## config.mk

```make
export PLATFORM = sky130hd
export DESIGN_NAME = dns_query_to_fixed_answer
export DESIGN_NICKNAME = d
export VERILOG_FILES = /design/src/rtl/dqfa_pkg.sv /design/src/rtl/dns_query_to_fixed_answer.sv
export VERILOG_INCLUDE_DIRS = /design/src /design/src/rtl
export SDC_FILE = /design/constraint.sdc
export NUM_CORES = 1
export LEC_CHECK = 0
export BUFFER_PORTS_ARGS = -buffer_cell sky130_fd_sc_hd__buf_2
export CORE_MARGIN = 5
export CORE_UTILIZATION = 50
export CTS_CLUSTER_SIZE = 12
export DETAILED_ROUTE_END_ITERATION = 8
export GPL_ROUTABILITY_DRIVEN = 0
export PLACE_DENSITY = 0.69
export SLEW_MARGIN = 0
export SYNTH_ARGS = -nofsm -noshare
export SYNTH_HDL_FRONTEND = slang
export SYNTH_SLANG_ARGS = --single-unit
export TNS_END_PERCENT = 20
```

## constraint.sdc

```tcl
create_clock -name clk_i -period 3.04 [get_ports clk_i]
set_input_delay 0.152 -clock clk_i [delete_from_list [all_inputs] [get_ports clk_i]]
set_output_delay 0.152 -clock clk_i [all_outputs]
set_load 0.01 [all_outputs]
```

## src/rtl/dns_query_to_fixed_answer_assert.svh

```systemverilog
// Assertion macros shared by the RTL
`ifndef DNS_QUERY_TO_FIXED_ANSWER_ASSERT_SVH
`define DNS_QUERY_TO_FIXED_ANSWER_ASSERT_SVH

// Same-cycle implication, disabled during reset
`define DQFA_ASSERT_IMP(label, clk, rst_n, ante, cons, msg) \
  label: assert property (@(posedge clk) disable iff (!rst_n) (ante) |-> (cons)) \
    else $error(msg);

// Next-cycle implication, disabled during reset
`define DQFA_ASSERT_NXT(label, clk, rst_n, ante, cons, msg) \
  label: assert property (@(posedge clk) disable iff (!rst_n) (ante) |=> (cons)) \
    else $error(msg);

`endif

```

## src/rtl/dqfa_pkg.sv

```systemverilog
package dqfa_pkg;

  // One query byte
  typedef struct packed {
    logic [7:0] in_byte;
    logic       last_in;
  } in_t;

  // One reply byte
  typedef struct packed {
    logic [7:0] out_byte;
    logic       last_out;
    logic       malformed;
  } out_t;

  // Parser phase
  typedef enum logic [1:0] {
    PH_HEADER = 2'd0,
    PH_NAME   = 2'd1,
    PH_TAIL   = 2'd2,
    PH_DONE   = 2'd3
  } phase_e;

  // Register indexes
  localparam logic REG_ANSWER_IP  = 1'b0;
  localparam logic REG_ANSWER_TTL = 1'b1;

  localparam logic [31:0] ANSWER_IP_RESET  = 32'hC0A8_0401;
  localparam logic [31:0] ANSWER_TTL_RESET = 32'd60;

  // Header rewrite values
  localparam logic [7:0] FLAGS_HI   = 8'h81;
  localparam logic [7:0] FLAGS_LO   = 8'h80;
  localparam logic [7:0] ANCOUNT_HI = 8'h00;
  localparam logic [7:0] ANCOUNT_LO = 8'h01;

  // Answer record constants
  localparam logic [7:0] PTR_HI   = 8'hC0;
  localparam logic [7:0] PTR_LO   = 8'h0C;
  localparam logic [7:0] RDLEN_LO = 8'h04;

  // Header is 12 bytes, type/class tail is 4
  localparam int unsigned HEADER_LEN = 12;
  localparam logic [2:0]  TAIL_LEN   = 3'd4;

endpackage

```

## src/rtl/dns_query_to_fixed_answer.sv

```systemverilog
// DNS query to fixed answer. Query bytes enter one per cycle on in_* while
// in_ready_o is high; each header/name/type-class byte leaves through a
// registered output stage (flags become 81 80, answer count 00 01, trailing
// bytes are dropped). After a well-formed final byte a 16-byte A record
// follows, driven from an answer byte counter through the same output
// register; input ready is held low while it goes out. A query that ends
// early or runs past MAX_PACKET bytes ends with one byte flagged malformed
// and no answer. answer_ip is at address 0, answer_ttl at 4 of the APB port.
`include "dns_query_to_fixed_answer_assert.svh"

module dns_query_to_fixed_answer
  import dqfa_pkg::*;
#(
  parameter int unsigned MAX_PACKET = 512
) (
  input  logic        clk_i,
  input  logic        rst_ni,

  input  logic        in_valid_i,
  output logic        in_ready_o,
  input  in_t         in_data_i,

  output logic        out_valid_o,
  input  logic        out_ready_i,
  output out_t        out_data_o,

  input  logic        psel,
  input  logic        penable,
  input  logic        pwrite,
  input  logic [2:0]  paddr,
  input  logic [31:0] pwdata,
  output logic [31:0] prdata,
  output logic        pready
);

  localparam int unsigned PosW = $clog2(MAX_PACKET + 1);
  localparam logic [PosW-1:0] MaxPos = PosW'(MAX_PACKET);
  localparam logic [PosW-1:0] HdrEnd = PosW'(HEADER_LEN - 1);

  // Configuration registers
  logic [31:0] ip_q, ttl_q;

  assign pready = 1'b1;

  always_ff @(posedge clk_i or negedge rst_ni) begin
    if (!rst_ni) begin
      ip_q  <= ANSWER_IP_RESET;
      ttl_q <= ANSWER_TTL_RESET;
    end else if (psel && penable && pwrite) begin
      case (paddr[2])
        REG_ANSWER_IP:  ip_q  <= pwdata;
        REG_ANSWER_TTL: ttl_q <= pwdata;
        default: ;
      endcase
    end
  end

  always_comb begin
    case (paddr[2])
      REG_ANSWER_IP:  prdata = ip_q;
      REG_ANSWER_TTL: prdata = ttl_q;
      default:        prdata = '0;
    endcase
  end

  // Parser state
  logic [PosW-1:0] pos_q, pos_d;
  phase_e          phase_q, phase_d;
  logic [2:0]      tail_q, tail_d;
  logic            ovf_q, ovf_d;

  // Output stage and answer counter
  logic       out_valid_q, out_valid_d;
  out_t       out_q, out_d;
  logic       ans_busy_q, ans_busy_d;
  logic [3:0] ans_idx_q, ans_idx_d;

  logic slot_free, in_fire;
  assign slot_free  = !out_valid_q || out_ready_i;
  assign in_ready_o = slot_free && !ans_busy_q;
  assign in_fire    = in_valid_i && in_ready_o;

  // Per-byte parse results
  logic [PosW-1:0] pos_n;
  phase_e          phase_n;
  logic [2:0]      tail_n;
  logic            ovf_n, emit, bad;
  logic [7:0]      ob;

  always_comb begin
    pos_n   = pos_q;
    phase_n = phase_q;
    tail_n  = tail_q;
    ovf_n   = ovf_q;
    emit    = 1'b0;
    ob      = in_data_i.in_byte;
    if (pos_q >= MaxPos) begin
      ovf_n = 1'b1;
    end else begin
      pos_n = pos_q + PosW'(1);
      case (phase_q)
        PH_HEADER: begin
          emit = 1'b1;
          if (pos_q == PosW'(2))      ob = FLAGS_HI;
          else if (pos_q == PosW'(3)) ob = FLAGS_LO;
          else if (pos_q == PosW'(6)) ob = ANCOUNT_HI;
          else if (pos_q == PosW'(7)) ob = ANCOUNT_LO;
          if (pos_q >= HdrEnd) phase_n = PH_NAME;
        end
        PH_NAME: begin
          emit = 1'b1;
          if (in_data_i.in_byte == 8'd0) begin
            phase_n = PH_TAIL;
            tail_n  = 3'd0;
          end
        end
        PH_TAIL: begin
          emit   = 1'b1;
          tail_n = tail_q + 3'd1;
          if (tail_n >= TAIL_LEN) phase_n = PH_DONE;
        end
        default: ;
      endcase
    end
    bad = in_data_i.last_in && (ovf_n || phase_n != PH_DONE);
  end

  // Answer record byte by index
  function automatic logic [7:0] ans_byte(logic [3:0] idx, logic [31:0] ttl,
                                          logic [31:0] ip);
    logic [7:0] b;
    case (idx)
      4'd0:    b = PTR_HI;
      4'd1:    b = PTR_LO;
      4'd2:    b = 8'h00;
      4'd3:    b = 8'h01;
      4'd4:    b = 8'h00;
      4'd5:    b = 8'h01;
      4'd6:    b = ttl[31:24];
      4'd7:    b = ttl[23:16];
      4'd8:    b = ttl[15:8];
      4'd9:    b = ttl[7:0];
      4'd10:   b = 8'h00;
      4'd11:   b = RDLEN_LO;
      4'd12:   b = ip[31:24];
      4'd13:   b = ip[23:16];
      4'd14:   b = ip[15:8];
      default: b = ip[7:0];
    endcase
    return b;
  endfunction

  // Next state for parser, output stage and answer counter
  always_comb begin
    pos_d       = pos_q;
    phase_d     = phase_q;
    tail_d      = tail_q;
    ovf_d       = ovf_q;
    out_valid_d = out_valid_q && !out_ready_i;
    out_d       = out_q;
    ans_busy_d  = ans_busy_q;
    ans_idx_d   = ans_idx_q;

    if (in_fire) begin
      if (in_data_i.last_in) begin
        pos_d   = '0;
        phase_d = PH_HEADER;
        tail_d  = '0;
        ovf_d   = 1'b0;
      end else begin
        pos_d   = pos_n;
        phase_d = phase_n;
        tail_d  = tail_n;
        ovf_d   = ovf_n;
      end
      if (bad) begin
        out_valid_d = 1'b1;
        out_d       = '{out_byte: ob, last_out: 1'b1, malformed: 1'b1};
      end else if (emit) begin
        out_valid_d = 1'b1;
        out_d       = '{out_byte: ob, last_out: 1'b0, malformed: 1'b0};
      end
      if (in_data_i.last_in && !bad) begin
        ans_busy_d = 1'b1;
        ans_idx_d  = 4'd0;
      end
    end else if (ans_busy_q && slot_free) begin
      out_valid_d = 1'b1;
      out_d       = '{out_byte:  ans_byte(ans_idx_q, ttl_q, ip_q),
                      last_out:  (ans_idx_q == 4'd15),
                      malformed: 1'b0};
      ans_idx_d   = ans_idx_q + 4'd1;
      if (ans_idx_q == 4'd15) ans_busy_d = 1'b0;
    end
  end

  always_ff @(posedge clk_i or negedge rst_ni) begin
    if (!rst_ni) begin
      pos_q       <= '0;
      phase_q     <= PH_HEADER;
      tail_q      <= '0;
      ovf_q       <= 1'b0;
      out_valid_q <= 1'b0;
      ans_busy_q  <= 1'b0;
      ans_idx_q   <= '0;
    end else begin
      pos_q       <= pos_d;
      phase_q     <= phase_d;
      tail_q      <= tail_d;
      ovf_q       <= ovf_d;
      out_valid_q <= out_valid_d;
      ans_busy_q  <= ans_busy_d;
      ans_idx_q   <= ans_idx_d;
    end
  end

  // Payload register, no reset
  always_ff @(posedge clk_i) begin
    out_q <= out_d;
  end

  assign out_valid_o = out_valid_q;
  assign out_data_o  = out_q;

  // Checks
  `DQFA_ASSERT_IMP(a_bad_is_last, clk_i, rst_ni,
    out_valid_o && out_data_o.malformed, out_data_o.last_out,
    "malformed byte without last_out")
  `DQFA_ASSERT_NXT(a_ans_last, clk_i, rst_ni,
    ans_busy_q && slot_free && !in_fire && ans_idx_q == 4'd15,
    out_valid_o && out_data_o.last_out && !ans_busy_q,
    "final answer byte not marked last")
  `DQFA_ASSERT_NXT(a_final_clears, clk_i, rst_ni,
    in_fire && in_data_i.last_in,
    pos_q == '0 && phase_q == PH_HEADER && !ovf_q,
    "parser state not cleared after final byte")

endmodule

```

==> run metrics <==
outcome=finished clean; y dimension of the die=between 100 and 150 um; Site Rows=37; hold crit path type=in -> reg; sequential cell area fraction in the yosys report=47.8%; most common cell after layout, fill and taps aside=sky130_fd_sc_hd__mux2_2; Slew Limit Fails=0; area of the placeable core=approximately 10000 um^2; number of hold violations in the final report=0; WS Path Type=reg -> reg; maximum level of the CTS H-tree=3; die area=12500 um^2; slew of the pin with the lowest slew margin=704 ps; synthesized cell area=5160 um^2; buffers plus inverters on the worst setup path=0; number of cells produced by synthesis=about 440; starting density of the core=roughly 51%; count of buffers inserted at the top-level ports=92; area of the multi-input gates=between 2000 and 2500 um^2; share of Yosys cell area claimed by the top area cell type=between 30% and 40%; combinational power share=36.2%; Max IR drop VDD=around 0.37 mV; final non-filler cell area=5910 um^2; Worst Setup Start Kind=flip-flop; Post-DP Area=about 5700 um^2; total iterations of the first detailed-routing run=6; final-report setup violation count=0; TritonCTS Buffers=9; EDFF count, synth=10; highest-count cells in the layout ignoring fill and taps=97 x sky130_fd_sc_hd__mux2_2, 91 x sky130_fd_sc_hd__buf_2, 75 x sky130_fd_sc_hd__dfrtp_1; Ys Warns=0; cell area power density=~720 nW/um^2; n_diodes=0; worst relative slew slack=a little over half; internal power component=around 2.7 mW; buffers from clock root to sink, at most=2; average footprint of a synthesized cell=between 10 and 15 um^2; final std cells w/o fill=between 600 and 700; placed cells=between 600 and 700; vias in the first global route=4025; library cell with the largest summed area after synthesis=sky130_fd_sc_hd__dfrtp_1; series of cell instances along the critical path=nand2_1, a2111o_1, o21ai_0, a31oi_1, a21o_1; static leakage=2.57 nW; share of synthesized registers carrying an async set or reset=~90%; data arrival time of the critical path=2420 ps; Post-Synthesis Net Count=about 500; Final min period=2290 ps; antenna-violating nets left=0; buffers inserted during post-CTS setup optimization=0; number of synthesized register bits=96; initial antenna violation count=0; switching power total=1.55 mW; die span in x=112 um; count of distinct cell types in the synthesized netlist=59; clock transition at the registers of the reported paths=90 ps; clock group share of total power=a little under a fifth; global route total overflow=0; setup total negative slack=0 ps; switching power as a share of total power=a little over a third; maximum number of pins on one net before global-route repair=55; master cell of the clock root buffer=sky130_fd_sc_hd__clkbuf_8; later-pin clock latency in the skew report=roughly 370 ps; share of cells above drive strength 1=43.5%; via count=3916; aggregate routed wire length=between 10000 and 15000 um; Storage cell area=around 2500 um^2; maximum fanout along the worst path=20; CTS tree=built; Clock Skew=7.25 ps; top post-synthesis cells by area=sky130_fd_sc_hd__dfrtp_1 36%, sky130_fd_sc_hd__mux2_2 21%, sky130_fd_sc_hd__edfxtp_1 5.8%; Final period util=approximately three quarters; Detailed Route Iter0 Violations=between 200 and 300; total power after layout=between 4 and 5 mW; setup repair after global routing missed its margin=no; CP max-delay cell=sky130_fd_sc_hd__dfrtp_1; count of cells resized by post-cts repair=0; fill cell instance count of the final layout=a little under 900; post-synthesis to final-layout area growth=14.5%; Setup crit end kind=flip-flop; slowest cell delay on critical path=roughly 800 ps; Clock Sinks=96; I/O pins=96; HPWL after detailed placement=approximately 9000 um; post-detailed-route via-to-cell ratio=just under 6; number of design rule violations left after detail routing=0; Flop pwr share=between 40% and 50%; CP delay by family, top=compound AO/OA/AOI/OAI gates; number of nets at the end of the flow=590; Fmax=about 0.44 GHz; wire length of the first global-routing pass=just over 20000 um; global routing usage summed across all routing layers=around a fifth; Max Cap Violations=0; mean routed wirelength per cell=between 15 and 20 um; data required time at the worst endpoint=~3200 ps; dominant register cell in the synthesized netlist=sky130_fd_sc_hd__dfrtp_1
[per-stage QoR]
stage | hold WS, ps | setup slack, ps | utilization (%)
5_1_grt | 8.12 | 614 | 58.0
2_1_floorplan | -144 | 1230 | -
6_report | 23.8 | 752 | 58.0
3_3_place_gp | 232 | 772 | 56.1
3_5_place_dp | 243 | 793 | 56.1
4_1_cts | 9.87 | 779 | 58.0
[layer usage]
metal / share of wire (%) / GRT usage (%) / wire [um]
met4: 1.4 / 6.97 / 179
met5: 0 / 0 / 0
met2: 47 / 31.9 / 5940
met1: 46 / 28.7 / 5780
met3: 5.6 / 3.91 / 707
[cell usage after synthesis (all sizes together) (2+ instances only)]
cell,instances
a2111oi,2
a211oi,2
a21oi,13
a221oi,6
a22o,2
a31oi,7
a32oi,6
a41oi,2
and3,4
buf,14
clkbuf,11
dfrtp,75
dfstp,11
edfxtp,10
ha,8
inv,10
mux2,97
mux2i,9
nand2,28
nand2b,5
nand3,12
nand3b,3
nand4,6
nand4b,3
nor2,24
nor2b,7
nor3,7
nor4,3
o211ai,2
o21ai,21
o22ai,3
o2bb2ai,5
or3,3
xnor2,3
xor2,3
[sequential cells by signal, summed over array words and instances, names as in the netlist]
signal and count:
ip_q 32, ttl_q 32, out_data_o 10, pos_q 10, ans_idx_q 4, tail_q 3
phase_q 2, ans_busy_q 1, out_valid_o 1, ovf_q 1
[power by group through the flow]
stage | clock network (mW) | logic [mW] | registers [mW]
5_1_grt | 0.882 | 1.68 | 1.96
3_5_place_dp | 0 | 1.53 | 1.94
4_1_cts | 0.830 | 1.54 | 1.91
6_report | 0.809 | 1.55 | 1.92
3_3_place_gp | 0 | 1.50 | 1.92
2_1_floorplan | 0 | 1.11 | 1.83
[worst paths after layout]
kind	start	endpoint	slack [ps]	cells past startpoint
setup / recovery	ans_idx_q[2]	out_data_o[5]	750	5
max in group asynchronous	rst_ni	ip_q[19]	1860	3
hold reg to reg	ovf_q	ovf_q	510	2
hold / removal	pwdata[29]	ip_q[29]	20	2
min in group asynchronous	rst_ni	pos_q[6]	360	2
setup reg to reg	ans_idx_q[2]	out_data_o[5]	750	5
[worst reg2reg max path, stage by stage (launching register included)]
cell,delay (ps)
sky130_fd_sc_hd__dfrtp_1,800
sky130_fd_sc_hd__nand2_1,220
sky130_fd_sc_hd__a2111o_1,580
sky130_fd_sc_hd__o21ai_0,200
sky130_fd_sc_hd__a31oi_1,80
sky130_fd_sc_hd__a21o_1,170
[final cells by class]
class / instances / share of cell area (%)
flip-flops and latches: 96 / 41.7
clock buffers: 13 / 2.86
well taps: 136 / 2.88
clock inverters: 3 / 0.402
inverters: 10 / 0.635
multi-input cells: 311 / 42.2
repair buffers: 103 / 9.27
[logic make-up after synthesis]
| family | count (synthesis) | share of synthesized area [%] |
|---|---|---|
| AND/OR/NAND/NOR | 108 | 11.0 |
| multiplexers | 106 | 22.9 |
| flip-flops | 96 | 47.8 |
| AO/OA/AOI/OAI | 82 | 11.5 |
| buffers and inverters | 36 | 3.83 |
| adder cells (fa/ha/maj) | 8 | 1.94 |
| XOR/XNOR | 6 | 1.02 |
| other | 1 | 0.0727 |
[timing repair]
action                                 in CTS  in global routing
endpoints found under the hold margin      46                  0
hold buffers                                1                  0
setup endpoints to repair                   0                  0
Note: power is estimated with default switching activity, not from simulation.
